--- config.mk ---
export PLATFORM = sky130hd
export DESIGN_NAME = three_axis_sample_window_mean
export DESIGN_NICKNAME = d
export VERILOG_FILES = /design/src/rtl/core/tsmw_pkg.sv /design/src/rtl/core/tsmw_ram.sv /design/src/rtl/core/tsmw_lane.sv /design/src/rtl/core/three_axis_sample_window_mean.sv
export SDC_FILE = /design/constraint.sdc
export NUM_CORES = 2
export LEC_CHECK = 0
export BUFFER_PORTS_ARGS = -buffer_cell sky130_fd_sc_hd__buf_2
export CORE_UTILIZATION = 36
export CTS_CLUSTER_SIZE = 30
export DETAILED_ROUTE_END_ITERATION = 16
export GPL_TIMING_DRIVEN = 1
export SYNTH_ARGS = -nofsm -noshare
export SYNTH_HDL_FRONTEND = slang
export SYNTH_SLANG_ARGS = --single-unit
--- constraint.sdc ---
create_clock -name clk -period 4.85 [get_ports clk]
set_input_delay 0.2425 -clock clk [delete_from_list [all_inputs] [get_ports clk]]
set_output_delay 0.2425 -clock clk [all_outputs]
set_load 0.1 [all_outputs]
--- src/rtl/core/tsmw_pkg.sv ---
// Shared types and constants of the three-axis windowed mean block.
package tsmw_pkg;

  localparam int SAMPLE_W = 16;
  localparam int BYTE_W   = 8;
  localparam int NUM_AXES = 3;
  localparam int CFG_IDX_W = 1;

  typedef logic signed [SAMPLE_W-1:0] sample_t;

  typedef enum logic [1:0] {
    ST_OK        = 2'd0,
    ST_NOT_READY = 2'd1,
    ST_OVERFLOW  = 2'd2
  } status_t;

  localparam logic [CFG_IDX_W-1:0] CFG_READY_MASK    = 1'b0;
  localparam logic [CFG_IDX_W-1:0] CFG_OVERFLOW_MASK = 1'b1;

  localparam logic [BYTE_W-1:0] READY_MASK_RST    = 8'h01;
  localparam logic [BYTE_W-1:0] OVERFLOW_MASK_RST = 8'h08;

  // Per-lane strobes from the pipeline control.
  typedef struct packed {
    logic rd_en;
    logic upd_en;
    logic wr_zero;
  } lane_ctl_t;

endpackage

--- src/rtl/core/tsmw_ram.sv ---
// Generic single-write, single-read RAM with registered read data.
module tsmw_ram #(
  parameter int WIDTH = 16,
  parameter int DEPTH = 32
) (
  input  logic                     clk,
  input  logic                     we,
  input  logic [$clog2(DEPTH)-1:0] waddr,
  input  logic [WIDTH-1:0]         wdata,
  input  logic                     re,
  input  logic [$clog2(DEPTH)-1:0] raddr,
  output logic [WIDTH-1:0]         rdata
);

  logic [WIDTH-1:0] mem [DEPTH];
  logic [WIDTH-1:0] rdata_r;

  always_ff @(posedge clk) begin
    if (we) begin
      mem[waddr] <= wdata;
    end
    if (re) begin
      rdata_r <= mem[raddr];
    end
  end

  assign rdata = rdata_r;

endmodule

--- src/rtl/core/tsmw_lane.sv ---
// One axis lane: sample window memory, running sum and mean by reciprocal multiply.
module tsmw_lane import tsmw_pkg::*; #(
  parameter int WINDOW_SIZE = 32
) (
  input  logic                           clk,
  input  logic                           rst_n,
  input  lane_ctl_t                      ctl,
  input  logic [$clog2(WINDOW_SIZE)-1:0] rd_addr,
  input  logic [$clog2(WINDOW_SIZE)-1:0] wr_addr,
  input  sample_t                        sample_in,
  output sample_t                        mean_out
);

  localparam int ADDR_W  = $clog2(WINDOW_SIZE);
  localparam int SUM_W   = SAMPLE_W + ADDR_W;
  localparam int SHIFT   = SUM_W + ADDR_W;
  localparam int RECIP_W = SUM_W + 1;
  localparam int PROD_W  = SUM_W + RECIP_W;
  localparam logic [RECIP_W-1:0] RECIP =
    RECIP_W'(((64'd1 << SHIFT) + 64'(WINDOW_SIZE) - 64'd1) / 64'(WINDOW_SIZE));

  logic [SUM_W-1:0]    sum_r, sum_nxt;
  sample_t             old_sample;
  logic [SAMPLE_W-1:0] wdata;
  logic                neg;
  logic [SUM_W-1:0]    mag;
  logic [PROD_W-1:0]   prod;
  logic [SAMPLE_W:0]   quo;

  assign wdata = ctl.wr_zero ? '0 : sample_in;

  tsmw_ram #(
    .WIDTH (SAMPLE_W),
    .DEPTH (WINDOW_SIZE)
  ) u_ram (
    .clk   (clk),
    .we    (ctl.upd_en | ctl.wr_zero),
    .waddr (wr_addr),
    .wdata (wdata),
    .re    (ctl.rd_en),
    .raddr (rd_addr),
    .rdata (old_sample)
  );

  // Drop the oldest sample of the slot, add the new one.
  assign sum_nxt = sum_r
                 - {{(SUM_W-SAMPLE_W){old_sample[SAMPLE_W-1]}}, old_sample}
                 + {{(SUM_W-SAMPLE_W){sample_in[SAMPLE_W-1]}}, sample_in};

  always_ff @(posedge clk) begin
    if (!rst_n) begin
      sum_r <= '0;
    end else if (ctl.upd_en) begin
      sum_r <= sum_nxt;
    end
  end

  // Divide the magnitude by the window size, then restore the sign (truncates toward zero).
  assign neg  = sum_r[SUM_W-1];
  assign mag  = neg ? (~sum_r + 1'b1) : sum_r;
  assign prod = PROD_W'(mag) * PROD_W'(RECIP);
  assign quo  = prod[SHIFT +: SAMPLE_W+1];

  assign mean_out = neg ? SAMPLE_W'(~quo + 1'b1) : SAMPLE_W'(quo);

endmodule

--- src/rtl/core/three_axis_sample_window_mean.sv ---
// Top level of the three-axis windowed mean block: ring pipeline, lanes and result merge.
// Takes one raw three-axis reading per item and returns one result per item: the
// per-axis mean over the last WINDOW_SIZE stored samples (truncated toward zero) and a
// status in out_tuser. Sustained rate is one item per clock while out_tready is high; a
// result passes stage 1, stage 2 and the output register. The rate is set by the per-lane ring
// memory, which takes one read (at accept) and one write (when the item leaves stage 1) per item.
// After reset the block runs a clearing pass over all WINDOW_SIZE slots of the ring memory,
// holding in_tready low; configuration writes are taken at any time.
module three_axis_sample_window_mean import tsmw_pkg::*; #(
  parameter int WINDOW_SIZE = 32
) (
  input  logic                 clk,
  input  logic                 rst_n,
  // status_one[7:0], x_low_byte[15:8], x_high_byte[23:16], y_low_byte[31:24],
  // y_high_byte[39:32], z_low_byte[47:40], z_high_byte[55:48], status_two[63:56]
  input  logic [63:0]          in_tdata,
  input  logic                 in_tvalid,
  output logic                 in_tready,
  // mean_x[15:0], mean_y[31:16], mean_z[47:32]
  output logic [47:0]          out_tdata,
  // result_status[1:0]
  output logic [1:0]           out_tuser,
  output logic                 out_tvalid,
  input  logic                 out_tready,
  input  logic                 cfg_valid,
  output logic                 cfg_ready,
  input  logic [CFG_IDX_W-1:0] cfg_index,
  input  logic [BYTE_W-1:0]    cfg_data
);

  localparam int ADDR_W = $clog2(WINDOW_SIZE);
  localparam logic [ADDR_W-1:0] LAST_SLOT = ADDR_W'(WINDOW_SIZE - 1);

  logic [BYTE_W-1:0] ready_mask_r, overflow_mask_r;
  logic              clearing_r;
  logic [ADDR_W-1:0] clr_cnt_r;
  logic [ADDR_W-1:0] slot_r;

  logic              s1_valid_r, s1_ready_r;
  status_t           s1_status_r;
  logic [ADDR_W-1:0] s1_slot_r;
  sample_t           s1_sample_r [NUM_AXES];

  logic              s2_valid_r;
  status_t           s2_status_r;

  logic              out_valid_r;
  logic [47:0]       out_data_r;
  status_t           out_status_r;

  logic              acc, out_adv, s2_free, s1_free, s1_adv, s2_adv;
  logic              item_ready;
  status_t           item_status;
  lane_ctl_t         lane_ctl;
  logic [ADDR_W-1:0] wr_addr;
  sample_t           lane_mean [NUM_AXES];
  sample_t           new_sample [NUM_AXES];

  // Configuration registers
  assign cfg_ready = 1'b1;

  always_ff @(posedge clk) begin
    if (!rst_n) begin
      ready_mask_r    <= READY_MASK_RST;
      overflow_mask_r <= OVERFLOW_MASK_RST;
    end else if (cfg_valid) begin
      unique case (cfg_index)
        CFG_READY_MASK:    ready_mask_r    <= cfg_data;
        CFG_OVERFLOW_MASK: overflow_mask_r <= cfg_data;
        default: ;
      endcase
    end
  end

  // Pipeline flow control
  assign out_adv   = !out_valid_r || out_tready;
  assign s2_free   = !s2_valid_r || out_adv;
  assign s2_adv    = s2_valid_r && out_adv;
  assign s1_free   = !s1_valid_r || s2_free;
  assign s1_adv    = s1_valid_r && s2_free;
  assign in_tready = !clearing_r && s1_free;
  assign acc       = in_tvalid && in_tready;

  // Classify the item at accept.
  assign item_ready = |(in_tdata[7:0] & ready_mask_r);
  always_comb begin
    if (!item_ready) begin
      item_status = ST_NOT_READY;
    end else if (|(in_tdata[63:56] & overflow_mask_r)) begin
      item_status = ST_OVERFLOW;
    end else begin
      item_status = ST_OK;
    end
  end

  assign new_sample[0] = in_tdata[23:8];
  assign new_sample[1] = in_tdata[39:24];
  assign new_sample[2] = in_tdata[55:40];

  // Clearing pass and write slot
  always_ff @(posedge clk) begin
    if (!rst_n) begin
      clearing_r <= 1'b1;
      clr_cnt_r  <= '0;
      slot_r     <= '0;
    end else begin
      if (clearing_r) begin
        clr_cnt_r <= clr_cnt_r + 1'b1;
        if (clr_cnt_r == LAST_SLOT) begin
          clearing_r <= 1'b0;
        end
      end
      if (acc) begin
        slot_r <= (slot_r == LAST_SLOT) ? '0 : slot_r + 1'b1;
      end
    end
  end

  // Stage 1: ring read in flight
  always_ff @(posedge clk) begin
    if (!rst_n) begin
      s1_valid_r <= 1'b0;
    end else if (s1_free) begin
      s1_valid_r <= acc;
    end
  end

  always_ff @(posedge clk) begin
    if (acc) begin
      s1_ready_r  <= item_ready;
      s1_status_r <= item_status;
      s1_slot_r   <= slot_r;
      for (int i = 0; i < NUM_AXES; i++) begin
        s1_sample_r[i] <= new_sample[i];
      end
    end
  end

  assign lane_ctl.rd_en   = acc;
  assign lane_ctl.upd_en  = s1_adv && s1_ready_r;
  assign lane_ctl.wr_zero = clearing_r;
  assign wr_addr          = clearing_r ? clr_cnt_r : s1_slot_r;

  for (genvar g = 0; g < NUM_AXES; g++) begin : g_lane
    tsmw_lane #(
      .WINDOW_SIZE (WINDOW_SIZE)
    ) u_lane (
      .clk       (clk),
      .rst_n     (rst_n),
      .ctl       (lane_ctl),
      .rd_addr   (slot_r),
      .wr_addr   (wr_addr),
      .sample_in (s1_sample_r[g]),
      .mean_out  (lane_mean[g])
    );
  end

  // Stage 2: sums updated, means forming
  always_ff @(posedge clk) begin
    if (!rst_n) begin
      s2_valid_r <= 1'b0;
    end else if (s2_free) begin
      s2_valid_r <= s1_adv;
    end
  end

  always_ff @(posedge clk) begin
    if (s1_adv) begin
      s2_status_r <= s1_status_r;
    end
  end

  // Merge the lane means with the status into the output register.
  always_ff @(posedge clk) begin
    if (!rst_n) begin
      out_valid_r <= 1'b0;
    end else if (out_adv) begin
      out_valid_r <= s2_adv;
    end
  end

  always_ff @(posedge clk) begin
    if (s2_adv) begin
      out_data_r   <= {lane_mean[2], lane_mean[1], lane_mean[0]};
      out_status_r <= s2_status_r;
    end
  end

  assign out_tvalid = out_valid_r;
  assign out_tdata  = out_data_r;
  assign out_tuser  = out_status_r;

endmodule

==> out/results.txt <==
Initial antenna violation count -> 12
Worst Path Arrival -> 4.26 ns
GPL Wtd Cong -> 0.811
Top-count cell post-synth -> edfxtp_1
RSZ-0062 raised after global routing -> no
Class of the worst hold path -> input pin to flip-flop
Final Setup Violations -> 0
Fmax -> 262 MHz
Core ar. -> 200000 µm²
Die width -> 452 µm
Die Height -> 452 µm
Total congestion overflow -> 0
Worst r2r src -> out_tvalid$_SDFFE_PN0P_
Maximum buffer depth of the clock tree -> 3
First-pass GRT wire length -> 256000 µm
Total number of vias -> 36.3k
Final hold violations -> 0
Die area -> 204000 µm²
Share of cells above drive strength 1 -> 26.2%
Run status -> finished, final reports clean
Dpl hpwl -> 103000 µm
P_leak -> 23.8 nW
Clk_skew -> 0.0423 ns
PortBufs -> 129
Setup crit start kind -> flip-flop
Ports -> 131
CP peak stage delay -> 0.99 ns
Reg2Reg Setup Slack -> 1.03 ns
Crit path cell chain -> nor2b_1, nand2_1, and3_2, nand2_1, nor3_1, a31oi_2, nor2_4, buf_4
H-tree levels -> 4
Required time of the worst setup path -> 5.30 ns
Cell mode on critical path -> nand2_1
Largest net degree at the start of global routing -> 77
Minimum clock period -> 3.82 ns
Headroom to the max-slew limit -> 23.0%
Worst reg2reg path depth -> 8
Synth Cell Area -> 72800 µm²
Simple logic cell fraction of the synthesized area -> 3.16%
# Max-Cap Violations -> 0
WP buf/inv -> 1
Synth area leader -> edfxtp_1
Final period utilization -> 78.7%
Worst path depth -> 8
Gr usage total -> 17.3%
Post-synth ARST share -> 0%
Synthesized Nets -> 3959
P per Cell Area -> 368 nW/µm²
Post-DRT Antenna Nets -> 0
Post-synth top cells -> edfxtp_1, mux4_2, inv_1
Worst-margin pin slew -> 1.15 ns
Post-synthesis sequential area ratio -> 72.4%
WL final -> 176000 µm
Worst path top cell family by delay -> simple AND/OR/NAND/NOR gates
FP Rows -> 164
VDD IR max -> 0.000376 V
Largest family of logic cells by synthesized area -> multiplexers
Xor/xnor share of the synthesized area -> 1.28%
Drt first pass iters -> 6
Starting DRT DRC Count -> 3514
Yosys top cell area share -> 69.8%
TritonCTS clock tree -> done
Residual DRC -> 0
Net count, final -> 4319
Area grow syn2layout -> 15.9%
Post-CTS setup buffers -> 0
Mean Syn Cell Area -> 19.4 µm²
Vias in the first global route -> 36.9k
Worst Setup SP -> out_tvalid$_SDFFE_PN0P_
Setup TNS -> 0 ns
Kind of critical path -> flip-flop to flip-flop
Routed WL per cell -> 25.5 µm
Filler Cells Inserted -> 17.5k
Synth Area in Compound Gates -> 2.36%
Util after Layout -> 42.1%
YS warnings -> 0
Count of cell types in the netlist -> 73
Crit-path max FO -> 29
R2R Path End -> g_lane[0].u_lane.u_ram.mem[30][0]$_DFFE_PP_
Ys flop type -> edfxtp_1
Worst-skew pair later-pin latency -> 0.83 ns
Crit path capture -> g_lane[0].u_lane.u_ram.mem[30][0]$_DFFE_PP_
Post-cts hold buffer count -> 82
Initial Utilization -> 36.3%
CP Capture Type -> flip-flop
Largest cells by area after synthesis -> edfxtp_1, mux4_2, dfxtp_1, fa_1, inv_1
Multiplexer area fraction after synthesis -> 15.8%
CTS clk-pin slew, worst paths -> 0.06 ns
Max-slew violations -> 0
CTS sink count -> 1785
Clock Tree Root -> clkbuf_16
Crit path max-delay cell type -> nor2_4
Number of synthesized flops with an enable pin -> 1692
Register bit total from synthesis -> 1785
Mapped Cells -> 3751
TritonCTS Buffers -> 177
Vias/cell -> 5.25
Post-CTS Resized -> 0
Adder-cell share of the synthesized area -> 2.85%
[through the flow]
step	instances	hold WS (ns)	setup slack [ns]	power [mW]	area, µm²
floorplan	3751	0.341	0.262	17.4	72800
global placement	6506	0.417	1.07	17.7	77700
detailed placement	6506	0.410	1.05	17.7	77700
CTS	6918	0.0721	1.02	31.3	84300
global route	6919	0.101	0.812	31.9	84300
finish	6919	0.132	1.03	31.0	84300
[area by class of cell]
type | instances | area (µm²) | share of cell area (%)
Sequential cell | 1785 | 52700 | 62.5
Multi-Input combinational cell | 1555 | 18800 | 22.3
Tap cell | 2656 | 3320 | 3.94
Timing Repair Buffer | 344 | 2780 | 3.29
Clock buffer | 221 | 4630 | 5.50
Inverter | 248 | 936 | 1.11
Antenna cell | 1 | 2.50 | 0.00297
Clock inverter | 109 | 1140 | 1.35
[kinds of logic after synthesis]
logic type / after synthesis
AOI/OAI and AO/OA: 279
xor gates and xnor gates: 106
adders and majority gates: 130
buffers and inverters: 411
DFF: 1785
muxes: 543
other: 1
and+or+nand+nor: 496
[worst reg2reg max path, stage by stage, from the launching register on]
cell and delay [ns]:
dfxtp_1 0.31, nor2b_1 0.19, nand2_1 0.10, and3_2 0.58, nand2_1 0.17, nor3_1 0.21, a31oi_2 0.23, nor2_4 0.99
buf_4 0.60
[per-layer routing]
layer | global-route usage [%] | up-vias | wire length, µm
met2 | 28.3 | 1169 | 86400
met4 | 4.99 | 0 | 4380
li1 | - | 15661 | -
met5 | 0 | - | 0
met3 | 3.48 | 219 | 11500
met1 | 23.4 | 19275 | 74100
[worst min-delay path by stage]
stage                              endpoint                          from  cells past startpoint
4_1_cts        s1_sample_r[0][27]$_DFFE_PP_                  in_tdata[35]                      2
6_report       s1_sample_r[0][28]$_DFFE_PP_                  in_tdata[36]                      2
3_5_place_dp         out_tuser[1]$_DFFE_PP_      s2_status_r[1]$_DFFE_PP_                      0
2_1_floorplan   s1_sample_r[0][0]$_DFFE_PP_                   in_tdata[8]                      0
3_3_place_gp       s2_status_r[0]$_DFFE_PP_  s1_status_r[0]$_SDFFCE_PN1P_                      0
5_1_grt        s1_sample_r[0][28]$_DFFE_PP_                  in_tdata[36]                      2
[registers in the layout, indices dropped and copies added, names as in the netlist, 5 cells and up]
name,count
g_lane.u_lane.u_ram.mem,1536
g_lane.u_lane.sum_r,63
g_lane.u_lane.u_ram.rdata,48
out_tdata,48
s1_sample_r,48
overflow_mask_r,8
ready_mask_r,8
clr_cnt_r,5
s1_slot_r,5
slot_r,5
[power by group]
part	switching [mW]	total [mW]	internal (mW)
logic	0.340	0.574	0.234
registers	0.0386	16.9	16.8
clock network	5.92	13.6	7.70
total	6.30	31.0	24.7
[cell usage in the layout (no fill, tap or decap), types with 12 or more instances in the layout]
cell type      instances
a211oi_1              14
a21o_1                19
a21oi_1              117
buf_12                25
buf_2                129
buf_4                108
bufinv_16             16
clkbuf_1              40
clkbuf_16            177
clkinv_1              36
clkinv_2              32
dfxtp_1               87
dlygate4sd3_1         82
edfxtp_1            1692
fa_1                  60
ha_1                  70
inv_1                246
mux2_2                50
mux2i_1               13
mux4_2               480
nand2_1              178
nand2b_1              12
nand3_1               39
nand4_1               13
nor2_1               112
nor2_4                32
nor3_1                24
o21ai_0               48
or3_1                 12
xnor2_1               87
xor2_1                19
Note: power is estimated with default switching activity, not from simulation.
